--- src/tmhq_pkg.sv ---
// ----------------------------------------------------------------------------
// tmhq_pkg - shared definitions for the triangle max-height query core
// Field layout of the input transfer, output height width and divider status.
// ----------------------------------------------------------------------------
package tmhq_pkg;

    // result height is always emitted at this width
    localparam int HEIGHT_W   = 16;
    // coordinate fields carried in s_tdata
    localparam int NUM_FIELDS = 11;

    // field slots in s_tdata, lowest first
    localparam int F_QX = 0;
    localparam int F_QY = 1;
    localparam int F_AX = 2;
    localparam int F_AY = 3;
    localparam int F_AZ = 4;
    localparam int F_BX = 5;
    localparam int F_BY = 6;
    localparam int F_BZ = 7;
    localparam int F_CX = 8;
    localparam int F_CY = 9;
    localparam int F_CZ = 10;

    // status returned by the serial divider
    typedef struct packed {
        logic busy;
        logic done;
    } div_stat_t;

endpackage

--- src/tmhq_mul.sv ---
// ----------------------------------------------------------------------------
// tmhq_mul - shared signed multiplier
// One registered signed multiply per cycle, reused by every step of the sequencer.
// ----------------------------------------------------------------------------
module tmhq_mul #(
    parameter int MUL_W = 19
) (
    input  logic                      aclk,
    input  logic signed [MUL_W-1:0]   op_a,
    input  logic signed [MUL_W-1:0]   op_b,
    output logic signed [2*MUL_W-1:0] prod
);

    logic signed [2*MUL_W-1:0] prod_reg;

    always_ff @(posedge aclk) begin
        prod_reg <= op_a * op_b;
    end

    assign prod = prod_reg;

endmodule

--- src/tmhq_div.sv ---
// ----------------------------------------------------------------------------
// tmhq_div - serial restoring divider
// Unsigned magnitude divide, one quotient bit per cycle. The caller guarantees
// the quotient fits in CB bits, so only the low CB dividend bits are iterated.
// ----------------------------------------------------------------------------
module tmhq_div #(
    parameter int CB    = 16,
    parameter int NUM_W = 54,
    parameter int DEN_W = 34
) (
    input  logic                    aclk,
    input  logic                    aresetn,
    input  logic                    start,
    input  logic [NUM_W-1:0]        dividend,
    input  logic [DEN_W-1:0]        divisor,
    output logic [CB-1:0]           quotient,
    output tmhq_pkg::div_stat_t     stat
);
    import tmhq_pkg::*;

    localparam int R_W   = DEN_W + 1;
    localparam int CNT_W = $clog2(CB + 1);

    logic [R_W-1:0]   rem_reg;
    logic [CB-1:0]    quo_reg;
    logic [DEN_W-1:0] den_reg;
    logic [CNT_W-1:0] cnt_reg;
    logic             busy_reg;
    logic             done_reg;

    logic [R_W-1:0]   trial;
    logic             ge;

    assign trial = {rem_reg[R_W-2:0], quo_reg[CB-1]};
    assign ge    = (trial >= {1'b0, den_reg});

    always_ff @(posedge aclk) begin
        if (!aresetn) begin
            busy_reg <= 1'b0;
            done_reg <= 1'b0;
            cnt_reg  <= '0;
        end else begin
            done_reg <= 1'b0;
            if (start) begin
                busy_reg <= 1'b1;
                cnt_reg  <= CNT_W'(CB);
            end else if (busy_reg) begin
                cnt_reg <= cnt_reg - 1'b1;
                if (cnt_reg == CNT_W'(1)) begin
                    busy_reg <= 1'b0;
                    done_reg <= 1'b1;
                end
            end
        end
    end

    always_ff @(posedge aclk) begin
        if (start) begin
            // high part of the dividend is already below the divisor
            rem_reg <= dividend[CB +: R_W];
            quo_reg <= dividend[CB-1:0];
            den_reg <= divisor;
        end else if (busy_reg) begin
            rem_reg <= ge ? (trial - {1'b0, den_reg}) : trial;
            quo_reg <= {quo_reg[CB-2:0], ge};
        end
    end

    assign quotient  = quo_reg;
    assign stat.busy = busy_reg;
    assign stat.done = done_reg;

    a_no_start_busy: assert property (@(posedge aclk) disable iff (!aresetn)
        start |-> !busy_reg)
        else $error("divider started while busy");
    a_done_idle: assert property (@(posedge aclk) disable iff (!aresetn)
        done_reg |-> !busy_reg)
        else $error("divider done while still busy");
    a_fall_done: assert property (@(posedge aclk) disable iff (!aresetn)
        $fell(busy_reg) |-> done_reg)
        else $error("divider went idle without done");

endmodule

--- src/triangle_max_height_query_core.sv ---
// ----------------------------------------------------------------------------
// triangle_max_height_query_core - max terrain height over triangles at a point
// Point-in-triangle test with barycentric height interpolation, running max.
// ----------------------------------------------------------------------------
// Usage:
//   s_* carries one triangle per transfer together with the query point;
//   s_tlast marks the final triangle of a query. After the final triangle one
//   result transfer leaves on m_*: m_tuser = found, m_tdata = height (0 when
//   nothing was hit). Other triangles produce no output transfer.
//   Each triangle runs 14 products plus an accumulate drain step on the shared
//   multiplier, then a decision step, a divider run for a hit, and a finish
//   step, all after the accept. s_tready is high only while the block is idle.
//   Reset clears the running maximum, the found flag and the output register.
//   The result sits in an output register; if it has not been taken when the
//   next query finishes, the block waits in its finish step until m_tready.
// ----------------------------------------------------------------------------
module triangle_max_height_query_core #(
    parameter int COORD_BITS = 16
) (
    input  logic                                         aclk,
    input  logic                                         aresetn,
    // s_tdata, low to high: query_x, query_y, vertex_a_x, vertex_a_y, vertex_a_z,
    // vertex_b_x, vertex_b_y, vertex_b_z, vertex_c_x, vertex_c_y, vertex_c_z
    input  logic [((11*COORD_BITS+7)/8)*8-1:0]            s_tdata,
    input  logic                                         s_tlast,
    input  logic                                         s_tvalid,
    output logic                                         s_tready,
    // m_tdata: height
    output logic [tmhq_pkg::HEIGHT_W-1:0]                m_tdata,
    // m_tuser: found
    output logic                                         m_tuser,
    output logic                                         m_tvalid,
    input  logic                                         m_tready
);
    import tmhq_pkg::*;

    localparam int CB     = COORD_BITS;
    localparam int DIFF_W = CB + 1;
    localparam int MUL_W  = CB + 3;
    localparam int PROD_W = 2 * MUL_W;
    localparam int W_W    = 2 * CB + 2;
    localparam int K      = CB + 2;
    localparam int NUM_W  = 3 * CB + 6;
    localparam int TD_W   = ((11 * COORD_BITS + 7) / 8) * 8;

    // multiplier steps
    localparam logic [3:0] S_AREA_P = 4'd0;
    localparam logic [3:0] S_AREA_Q = 4'd1;
    localparam logic [3:0] S_WA_P   = 4'd2;
    localparam logic [3:0] S_WA_Q   = 4'd3;
    localparam logic [3:0] S_WB_P   = 4'd4;
    localparam logic [3:0] S_WB_Q   = 4'd5;
    localparam logic [3:0] S_WC_P   = 4'd6;
    localparam logic [3:0] S_WC_Q   = 4'd7;
    localparam logic [3:0] S_ZA_LO  = 4'd8;
    localparam logic [3:0] S_ZA_HI  = 4'd9;
    localparam logic [3:0] S_ZB_LO  = 4'd10;
    localparam logic [3:0] S_ZB_HI  = 4'd11;
    localparam logic [3:0] S_ZC_LO  = 4'd12;
    localparam logic [3:0] S_ZC_HI  = 4'd13;
    localparam logic [3:0] S_DRAIN  = 4'd14;

    typedef enum logic [2:0] {
        ST_IDLE,
        ST_CALC,
        ST_DECIDE,
        ST_DIV,
        ST_FINISH
    } state_t;

    state_t                 state_reg;
    logic [3:0]             step_reg;
    logic [3:0]             acc_step_reg;
    logic                   acc_en_reg;
    logic [TD_W-1:0]        in_reg;
    logic                   last_reg;
    logic signed [W_W-1:0]  area_reg;
    logic signed [W_W-1:0]  wa_reg;
    logic signed [W_W-1:0]  wb_reg;
    logic signed [W_W-1:0]  wc_reg;
    logic signed [NUM_W-1:0] num_reg;
    logic                   neg_reg;
    logic signed [CB-1:0]   best_height_reg;
    logic                   any_hit_reg;
    logic                   m_tvalid_reg;
    logic                   m_tuser_reg;
    logic [HEIGHT_W-1:0]    m_tdata_reg;

    logic signed [CB-1:0]   px, py, ax, ay, az, bx, by, bz, cx, cy, cz;
    logic signed [MUL_W-1:0] op_a, op_b;
    logic signed [PROD_W-1:0] prod;
    logic                   hit;
    logic                   div_start;
    logic [NUM_W-1:0]       num_mag;
    logic [W_W-1:0]         area_mag;
    logic [CB-1:0]          quotient;
    div_stat_t              div_stat;
    logic signed [CB-1:0]   h_val;

    assign px = $signed(in_reg[F_QX*CB +: CB]);
    assign py = $signed(in_reg[F_QY*CB +: CB]);
    assign ax = $signed(in_reg[F_AX*CB +: CB]);
    assign ay = $signed(in_reg[F_AY*CB +: CB]);
    assign az = $signed(in_reg[F_AZ*CB +: CB]);
    assign bx = $signed(in_reg[F_BX*CB +: CB]);
    assign by = $signed(in_reg[F_BY*CB +: CB]);
    assign bz = $signed(in_reg[F_BZ*CB +: CB]);
    assign cx = $signed(in_reg[F_CX*CB +: CB]);
    assign cy = $signed(in_reg[F_CY*CB +: CB]);
    assign cz = $signed(in_reg[F_CZ*CB +: CB]);

    function automatic logic signed [MUL_W-1:0] diff_op(
        input logic signed [CB-1:0] a,
        input logic signed [CB-1:0] b
    );
        logic signed [DIFF_W-1:0] d;
        d = DIFF_W'(a) - DIFF_W'(b);
        return MUL_W'(d);
    endfunction

    // weight split: unsigned low K bits and signed high part
    function automatic logic signed [MUL_W-1:0] w_lo(input logic signed [W_W-1:0] w);
        return $signed({1'b0, w[K-1:0]});
    endfunction

    function automatic logic signed [MUL_W-1:0] w_hi(input logic signed [W_W-1:0] w);
        return MUL_W'($signed(w[W_W-1:K]));
    endfunction

    always_comb begin
        op_a = '0;
        op_b = '0;
        unique case (step_reg)
            S_AREA_P: begin op_a = diff_op(bx, ax); op_b = diff_op(cy, ay); end
            S_AREA_Q: begin op_a = diff_op(by, ay); op_b = diff_op(cx, ax); end
            S_WA_P:   begin op_a = diff_op(bx, px); op_b = diff_op(cy, py); end
            S_WA_Q:   begin op_a = diff_op(by, py); op_b = diff_op(cx, px); end
            S_WB_P:   begin op_a = diff_op(cx, px); op_b = diff_op(ay, py); end
            S_WB_Q:   begin op_a = diff_op(cy, py); op_b = diff_op(ax, px); end
            S_WC_P:   begin op_a = diff_op(ax, px); op_b = diff_op(by, py); end
            S_WC_Q:   begin op_a = diff_op(ay, py); op_b = diff_op(bx, px); end
            S_ZA_LO:  begin op_a = MUL_W'(az); op_b = w_lo(wa_reg); end
            S_ZA_HI:  begin op_a = MUL_W'(az); op_b = w_hi(wa_reg); end
            S_ZB_LO:  begin op_a = MUL_W'(bz); op_b = w_lo(wb_reg); end
            S_ZB_HI:  begin op_a = MUL_W'(bz); op_b = w_hi(wb_reg); end
            S_ZC_LO:  begin op_a = MUL_W'(cz); op_b = w_lo(wc_reg); end
            S_ZC_HI:  begin op_a = MUL_W'(cz); op_b = w_hi(wc_reg); end
            default:  begin op_a = '0; op_b = '0; end
        endcase
    end

    tmhq_mul #(
        .MUL_W (MUL_W)
    ) u_mul (
        .aclk (aclk),
        .op_a (op_a),
        .op_b (op_b),
        .prod (prod)
    );

    // containment: zero cross counts as inside, zero area never hits
    always_comb begin
        if (area_reg == '0) begin
            hit = 1'b0;
        end else if (area_reg[W_W-1]) begin
            hit = (wa_reg[W_W-1] || wa_reg == '0) && (wb_reg[W_W-1] || wb_reg == '0) &&
                  (wc_reg[W_W-1] || wc_reg == '0);
        end else begin
            hit = !wa_reg[W_W-1] && !wb_reg[W_W-1] && !wc_reg[W_W-1];
        end
    end

    assign num_mag   = num_reg[NUM_W-1] ? NUM_W'(-num_reg) : NUM_W'(num_reg);
    assign area_mag  = area_reg[W_W-1] ? W_W'(-area_reg) : W_W'(area_reg);
    assign div_start = (state_reg == ST_DECIDE) && hit;

    tmhq_div #(
        .CB    (CB),
        .NUM_W (NUM_W),
        .DEN_W (W_W)
    ) u_div (
        .aclk     (aclk),
        .aresetn  (aresetn),
        .start    (div_start),
        .dividend (num_mag),
        .divisor  (area_mag),
        .quotient (quotient),
        .stat     (div_stat)
    );

    assign h_val = neg_reg ? -$signed(quotient) : $signed(quotient);

    // product accumulation, driven by registered copies of the multiplier step and enable
    always_ff @(posedge aclk) begin
        if (acc_en_reg) begin
            unique case (acc_step_reg)
                S_AREA_P: area_reg <= W_W'(prod);
                S_AREA_Q: area_reg <= area_reg - W_W'(prod);
                S_WA_P:   wa_reg   <= W_W'(prod);
                S_WA_Q:   wa_reg   <= wa_reg - W_W'(prod);
                S_WB_P:   wb_reg   <= W_W'(prod);
                S_WB_Q:   wb_reg   <= wb_reg - W_W'(prod);
                S_WC_P:   wc_reg   <= W_W'(prod);
                S_WC_Q:   wc_reg   <= wc_reg - W_W'(prod);
                S_ZA_LO:  num_reg  <= NUM_W'(prod);
                S_ZA_HI:  num_reg  <= num_reg + (NUM_W'(prod) <<< K);
                S_ZB_LO:  num_reg  <= num_reg + NUM_W'(prod);
                S_ZB_HI:  num_reg  <= num_reg + (NUM_W'(prod) <<< K);
                S_ZC_LO:  num_reg  <= num_reg + NUM_W'(prod);
                S_ZC_HI:  num_reg  <= num_reg + (NUM_W'(prod) <<< K);
                default:  num_reg  <= num_reg;
            endcase
        end
        if (s_tvalid && s_tready) begin
            in_reg <= s_tdata;
        end
        if (div_start) begin
            neg_reg <= num_reg[NUM_W-1] ^ area_reg[W_W-1];
        end
    end

    always_ff @(posedge aclk) begin
        if (!aresetn) begin
            state_reg       <= ST_IDLE;
            step_reg        <= S_AREA_P;
            acc_step_reg    <= S_AREA_P;
            acc_en_reg      <= 1'b0;
            last_reg        <= 1'b0;
            best_height_reg <= '0;
            any_hit_reg     <= 1'b0;
            m_tvalid_reg    <= 1'b0;
            m_tuser_reg     <= 1'b0;
            m_tdata_reg     <= '0;
        end else begin
            acc_en_reg   <= (state_reg == ST_CALC) && (step_reg != S_DRAIN);
            acc_step_reg <= step_reg;
            // a result loaded in the finish step replaces the one leaving
            if (m_tvalid_reg && m_tready && !(state_reg == ST_FINISH && last_reg)) begin
                m_tvalid_reg <= 1'b0;
            end
            unique case (state_reg)
                ST_IDLE: begin
                    if (s_tvalid) begin
                        last_reg  <= s_tlast;
                        step_reg  <= S_AREA_P;
                        state_reg <= ST_CALC;
                    end
                end
                ST_CALC: begin
                    step_reg <= step_reg + 1'b1;
                    if (step_reg == S_DRAIN) begin
                        state_reg <= ST_DECIDE;
                    end
                end
                ST_DECIDE: begin
                    state_reg <= hit ? ST_DIV : ST_FINISH;
                end
                ST_DIV: begin
                    if (div_stat.done) begin
                        if (!any_hit_reg || h_val > best_height_reg) begin
                            best_height_reg <= h_val;
                        end
                        any_hit_reg <= 1'b1;
                        state_reg   <= ST_FINISH;
                    end
                end
                ST_FINISH: begin
                    if (!last_reg) begin
                        state_reg <= ST_IDLE;
                    end else if (!m_tvalid_reg || m_tready) begin
                        m_tvalid_reg    <= 1'b1;
                        m_tuser_reg     <= any_hit_reg;
                        m_tdata_reg     <= any_hit_reg ? HEIGHT_W'(best_height_reg) : '0;
                        best_height_reg <= '0;
                        any_hit_reg     <= 1'b0;
                        state_reg       <= ST_IDLE;
                    end
                end
                default: state_reg <= ST_IDLE;
            endcase
        end
    end

    assign s_tready = (state_reg == ST_IDLE);
    assign m_tvalid = m_tvalid_reg;
    assign m_tuser  = m_tuser_reg;
    assign m_tdata  = m_tdata_reg;

    a_busy_after_accept: assert property (@(posedge aclk) disable iff (!aresetn)
        (s_tvalid && s_tready) |=> !s_tready)
        else $error("accepted a second triangle while busy");
    a_result_on_last: assert property (@(posedge aclk) disable iff (!aresetn)
        $rose(m_tvalid_reg) |-> $past(last_reg))
        else $error("result emitted for a non-final triangle");
    a_clear_best: assert property (@(posedge aclk) disable iff (!aresetn)
        !any_hit_reg |-> best_height_reg == '0)
        else $error("running maximum set without a hit");
    a_zero_miss: assert property (@(posedge aclk) disable iff (!aresetn)
        (m_tvalid_reg && !m_tuser_reg) |-> m_tdata_reg == '0)
        else $error("nonzero height on a miss");

endmodule
--- config.mk ---
export PLATFORM = sky130hd
export DESIGN_NAME = triangle_max_height_query_core
export DESIGN_NICKNAME = d
export VERILOG_FILES = /design/src/tmhq_pkg.sv /design/src/tmhq_mul.sv /design/src/tmhq_div.sv /design/src/triangle_max_height_query_core.sv
export SDC_FILE = /design/constraint.sdc
export NUM_CORES = 2
export LEC_CHECK = 0
export BUFFER_PORTS_ARGS = -buffer_cell sky130_fd_sc_hd__buf_4
export CAP_MARGIN = 5
export CORE_MARGIN = 4
export CORE_UTILIZATION = 30
export DETAILED_ROUTE_END_ITERATION = 10
export MAX_ROUTING_LAYER = met4
export PLACE_DENSITY = 0.45
export SLEW_MARGIN = 0
export SYNTH_ARGS = -nofsm -noshare
export SYNTH_HDL_FRONTEND = slang
export SYNTH_SLANG_ARGS = --single-unit
--- constraint.sdc ---
create_clock -name aclk -period 12.7 [get_ports aclk]
set_input_delay 1.27 -clock aclk [delete_from_list [all_inputs] [get_ports aclk]]
set_output_delay 1.27 -clock aclk [all_outputs]
set_load 0.02 [all_outputs]
Word level (Yosys, flattened, before mapping)
Cells that the tools add are included.
{ "word_totals": {"reg_bits": 544, "out_inout_bits": 19} }
{ "classes": {"addsub": 22, "multipliers": 1, "magnitude_cmp": 2, "n_eq_ne": 40, "muxes": 46, "n_bitwise": 3, "reduce_logical": 54} }
{ "ops": {"columns": ["op", "n"], "rows": [
  ["case mux 34 bit (2 select lines)", 4],
  ["case mux 19 bit (14 select lines)", 1],
  ["case mux 19 bit (11 select lines)", 1],
  ["subtractor 16 x 16 -> 17 bit", 10],
  ["subtractor 34 bit", 5],
  ["case mux 54 bit (3 select lines)", 1],
  ["logical NOT 34 bit", 4],
  ["2-to-1 mux 16 bit", 8],
  ["2-to-1 mux 34 bit", 3],
  ["adder 54 x 38 -> 54 bit", 1],
  ["adder 54 bit", 1],
  ["== test 4 bit (second input constant)", 13],
  ["2-to-1 mux 50 bit", 1],
  ["negator 50 bit", 1],
  ["multiplier 19 x 19 -> 38 bit", 1],
  ["greater-or-equal comparator 35 x 34 -> 1 bit", 1],
  ["negator 34 bit", 1],
  ["2-to-1 mux 33 bit", 1],
  ["== test 4 x 3 -> 1 bit (second input constant)", 8],
  ["case mux 16 bit (2 select lines)", 1],
  ["2-to-1 mux 3 bit", 6],
  ["== test 4 x 2 -> 1 bit (second input constant)", 4],
  ["> comparator 16 bit", 1],
  ["negator 16 bit", 1],
  ["32 further kinds", 89]
]} }

Logic depth before layout (Yosys ltp)
{ "logic_depth": {"ltp_word": 8, "ltp_mapped": 40, "ltp_nobuf": 39} }

Modules after synthesis
From an unflattened synthesis, not the netlist that was laid out.
{ "hier_totals": {"hier_cells": 6309, "area_unflattened_um2": 57790.4} }
{ "modules_own_cells": {"columns": ["mod", "instances", "cells_per_inst", "area_per_inst_um2", "seq_area_each_um2"], "rows": [
  ["triangle_max_height_query_core", 1, 4227, 37486.0, 11981.5],
  ["tmhq_mul", 1, 1525, 14388.8, 760.7],
  ["tmhq_div", 1, 557, 5915.7, 2662.6]
]} }

Worst setup path after synthesis
Ideal clock, no wire load.
{ "synth_path": {"path_kind": "register -> register", "start": "register in_reg[32]", "end": "register u_mul.prod_reg[37] (netlist: u_mul.prod[37])", "setup_time_ns": 0.121, "t_arrival_ns": 9.633, "setup_slack_ns": 2.946, "path_stages_with_launch": 35, "path_buffers": 1, "synth_period_minus_slack_ns": 9.754, "path_cell_list": "edfxtp_1 -> ha_1 -> fa_1 -> nor2b_1 -> o21ai_0 -> a21boi_0 -> o21ai_0 -> a21boi_0 -> o211a_1 -> o31ai_1 -> a21boi_0 -> o21ai_0 -> nor3_1 -> clkbuf_1 -> nand2b_1 -> fa_1 -> fa_1 -> inv_1 -> fa_1 -> fa_1 -> fa_1 -> fa_1 -> inv_1 -> fa_1 -> inv_1 -> ha_1 -> nand3_1 -> or4b_2 -> a311oi_1 -> a311o_1 -> a21oi_1 -> o21ai_0 -> a211o_1 -> a31oi_1 -> xnor2_1"} }
{ "synth_between": {"elab_chain_cells": 3, "word_cells_on_any_way": 6, "cone_classes": "add/sub (3); mul (1); mux (2)"} }
{ "synth_lines": {"columns": ["element", "line", "source"], "rows": [
  ["start: declaration", "triangle_max_height_query_core.sv:75", "logic [TD_W-1:0] in_reg;"],
  ["start signal: assignment", "triangle_max_height_query_core.sv:215", "in_reg <= s_tdata;"],
  ["subtractor 16 x 16 -> 17 bit", "triangle_max_height_query_core.sv:117", "d = DIFF_W'(a) - DIFF_W'(b);"],
  ["case mux 19 bit (14 select lines) / case mux 19 bit (11 select lines) (equally long branches)", "triangle_max_height_query_core.sv:133", "unique case (step_reg)"],
  ["multiplier 19 x 19 -> 38 bit (*)", "tmhq_mul.sv:17", "prod_reg <= op_a * op_b;"],
  ["end signal: assignment", "tmhq_mul.sv:17", null],
  ["end: declaration", "tmhq_mul.sv:14", "logic signed [2*MUL_W-1:0] prod_reg;"]
]} }
Mark *: on every way between the ends. The rest lies on a longest branch, timed or not.
A chain may end at the register's enable or synchronous reset.

Worst setup path in the final report
{ "layout_path": {"start": "register in_reg[16]", "end": "register u_mul.prod_reg[35] (netlist: u_mul.prod[35])"} }
Same word-level chain as after synthesis.

==> results.json <==
{
  "seqCellArea_um2": 15400,
  "cp_common_cell": "fa_1",
  "layout_setup_ws_ns": 1.167,
  "avgSynthCellArea_um2": 9.030,
  "status": "finished clean",
  "synthFlopType": "edfxtp_1",
  "critPathRequiredTime_ns": 13.34,
  "cts_resized": 0,
  "tightest_slew_ns": 1.424,
  "synth-edff-count": 451,
  "multi_input_area_um2": 38660,
  "grt_pass1_wl_mm": 328.9,
  "slowest_stage": "fa_1",
  "hold_class": "flop to flop",
  "via_per_inst": 5.343,
  "cts_root_buf": "clkbuf_16",
  "die_w_um": 445.1,
  "syn_nets": 7441,
  "fin_tns_setup_ns": 0,
  "ys_types": 93,
  "ff2ff_setup_slack_ns": 1.17,
  "criticalPathCategory": "flop to flop",
  "wire_per_inst_um": 24.48,
  "insertion_delay_ns": 0.74,
  "maxCapViolCount": 0,
  "grt_setup_unrepaired": "no",
  "hold_viol": 0,
  "synth_top_area_frac": 0.2363,
  "cts_setup_buffers": 0,
  "min_period_over_period": 0.9081,
  "ys_ff_latch": 544,
  "max-slew-margin-rel": 0.05094,
  "period_needed_ns": 11.53,
  "holdWs_ns": 0.4603,
  "initial_core_util": 0.3017,
  "n_fill_cell": 19610,
  "dpl.hpwl_mm": 179.8,
  "synth_cells": 6347,
  "grt_max_degree": 78,
  "layout_commonest_cell": "inv_1",
  "crit_path_start_kind": "flop",
  "skew_ns": 0.03227,
  "clk_pin_slew_worst_paths_ns": 0.05,
  "synth_largest_area_cell": "edfxtp_1",
  "grt_pass1_vias": 49120,
  "yosys-top-cells-area": "edfxtp_1 (24%), fa_1 (13%), ha_1 (12%)",
  "cts_sinks": 544,
  "drt_wl_total_mm": 222.9,
  "timing.final.max_slew_violations": 0,
  "io_buffers": 199,
  "cts_tree": "done",
  "postLayoutCoreUtil": 0.3400,
  "yosys_warnings": 0,
  "dieHeight_um": 445.1,
  "drive_gt1_frac": 0.07809,
  "dr.pass1.iters": 6,
  "clockBufferDepth": 3,
  "synthToLayoutAreaGrowth_pct": 12.71,
  "preCtsSetupSlack_ns": 1.152,
  "drt_iter0_drc": 3596,
  "drc": 0,
  "gr-total-overflow": 0,
  "place.gp.congestion": 0.9964,
  "synthesis.area_um2": 57310,
  "arrival_ns": 12.17,
  "critical_path.max_stage_delay_ns": 1.05,
  "layout_common_cells": "inv_1 (682), nand2_1 (654), ha_1 (551)",
  "die_area_um2": 198100,
  "vias": 48660,
  "io_pins": 200,
  "end_kind": "flop",
  "setup_viol": 0,
  "nets": 7633,
  "async_flop_share": 0,
  "cts_buffers": 75,
  "yosysSeqAreaShare": 0.2688,
  "path_max_fanout": 10,
  "antenna_found_initial": 11,
  "cts_hold_buf": 0,
  "fmax_mhz": 86.71,
  "antenna_left": 0,
  "core-area_um2": 190000,
  "largest_register_ffs": 176,
  "track_usage": 0.2276,
  "cts-htree-levels": 3,
  "fp-row-count": 160
}
## routing by layer
layer,part of all wire,GRT usage
met2,0.48,0.3782
met3,0.042,0.02576
met1,0.44,0.2893
met4,0.038,0.07591
met5,0,-
## worst max-delay path, delay by kind of cell (launching register included)
kind	cells	cell delay [ns]
AO/OA/AOI/OAI	15	4.38
XOR/XNOR	1	0.14
adder cells (fa/ha/maj)	10	5.17
buffers and inverters	4	0.53
flip-flops	1	0.42
AND/OR/NAND/NOR	4	0.77
## worst paths after layout
kind,from,to,cells past startpoint
worst max-delay path,in_reg[16],u_mul.prod[35],34
worst min-delay path,m_tdata[6],m_tdata[6],2
worst max register to register,in_reg[16],u_mul.prod[35],34
worst min register to register,m_tdata[6],m_tdata[6],2
## logic make-up after synthesis
group | synth area share
AO/OA/AOI/OAI | 0.2009
AND/OR/NAND/NOR | 0.1487
adder cells (fa/ha/maj) | 0.2467
buffers and inverters | 0.05849
flip-flops | 0.2688
XOR/XNOR | 0.06892
multiplexers | 0.007466
## layout make-up
class	instances	area share
clock inverter	29	0.004920
timing repair buffer	315	0.03661
sequential	544	0.2385
inverter	683	0.03973
antenna	2	0.00007748
multi-input combinational	4920	0.5985
tap	2511	0.04864
clock buffer	104	0.03299
## metrics by stage
stage	std cells	cell area [µm²]
after floorplan	6347	57310
after global placement	8973	62140
after detailed placement	8973	62140
after CTS	9106	64590
after global routing	9108	64590
final	9108	64590
## cell usage after synthesis, drive strengths merged, types with 129 or more instances
library cell,number
a21o,202
a21oi,374
and2,129
clkbuf,188
edfxtp,451
fa,362
ha,551
inv,683
nand2,655
nor2,332
o21ai,452
xnor2,307
xor2,144
Power is left out: the tool's default activity adds up to more than one toggle a clock period on the data nets, which glitch-free logic cannot reach.
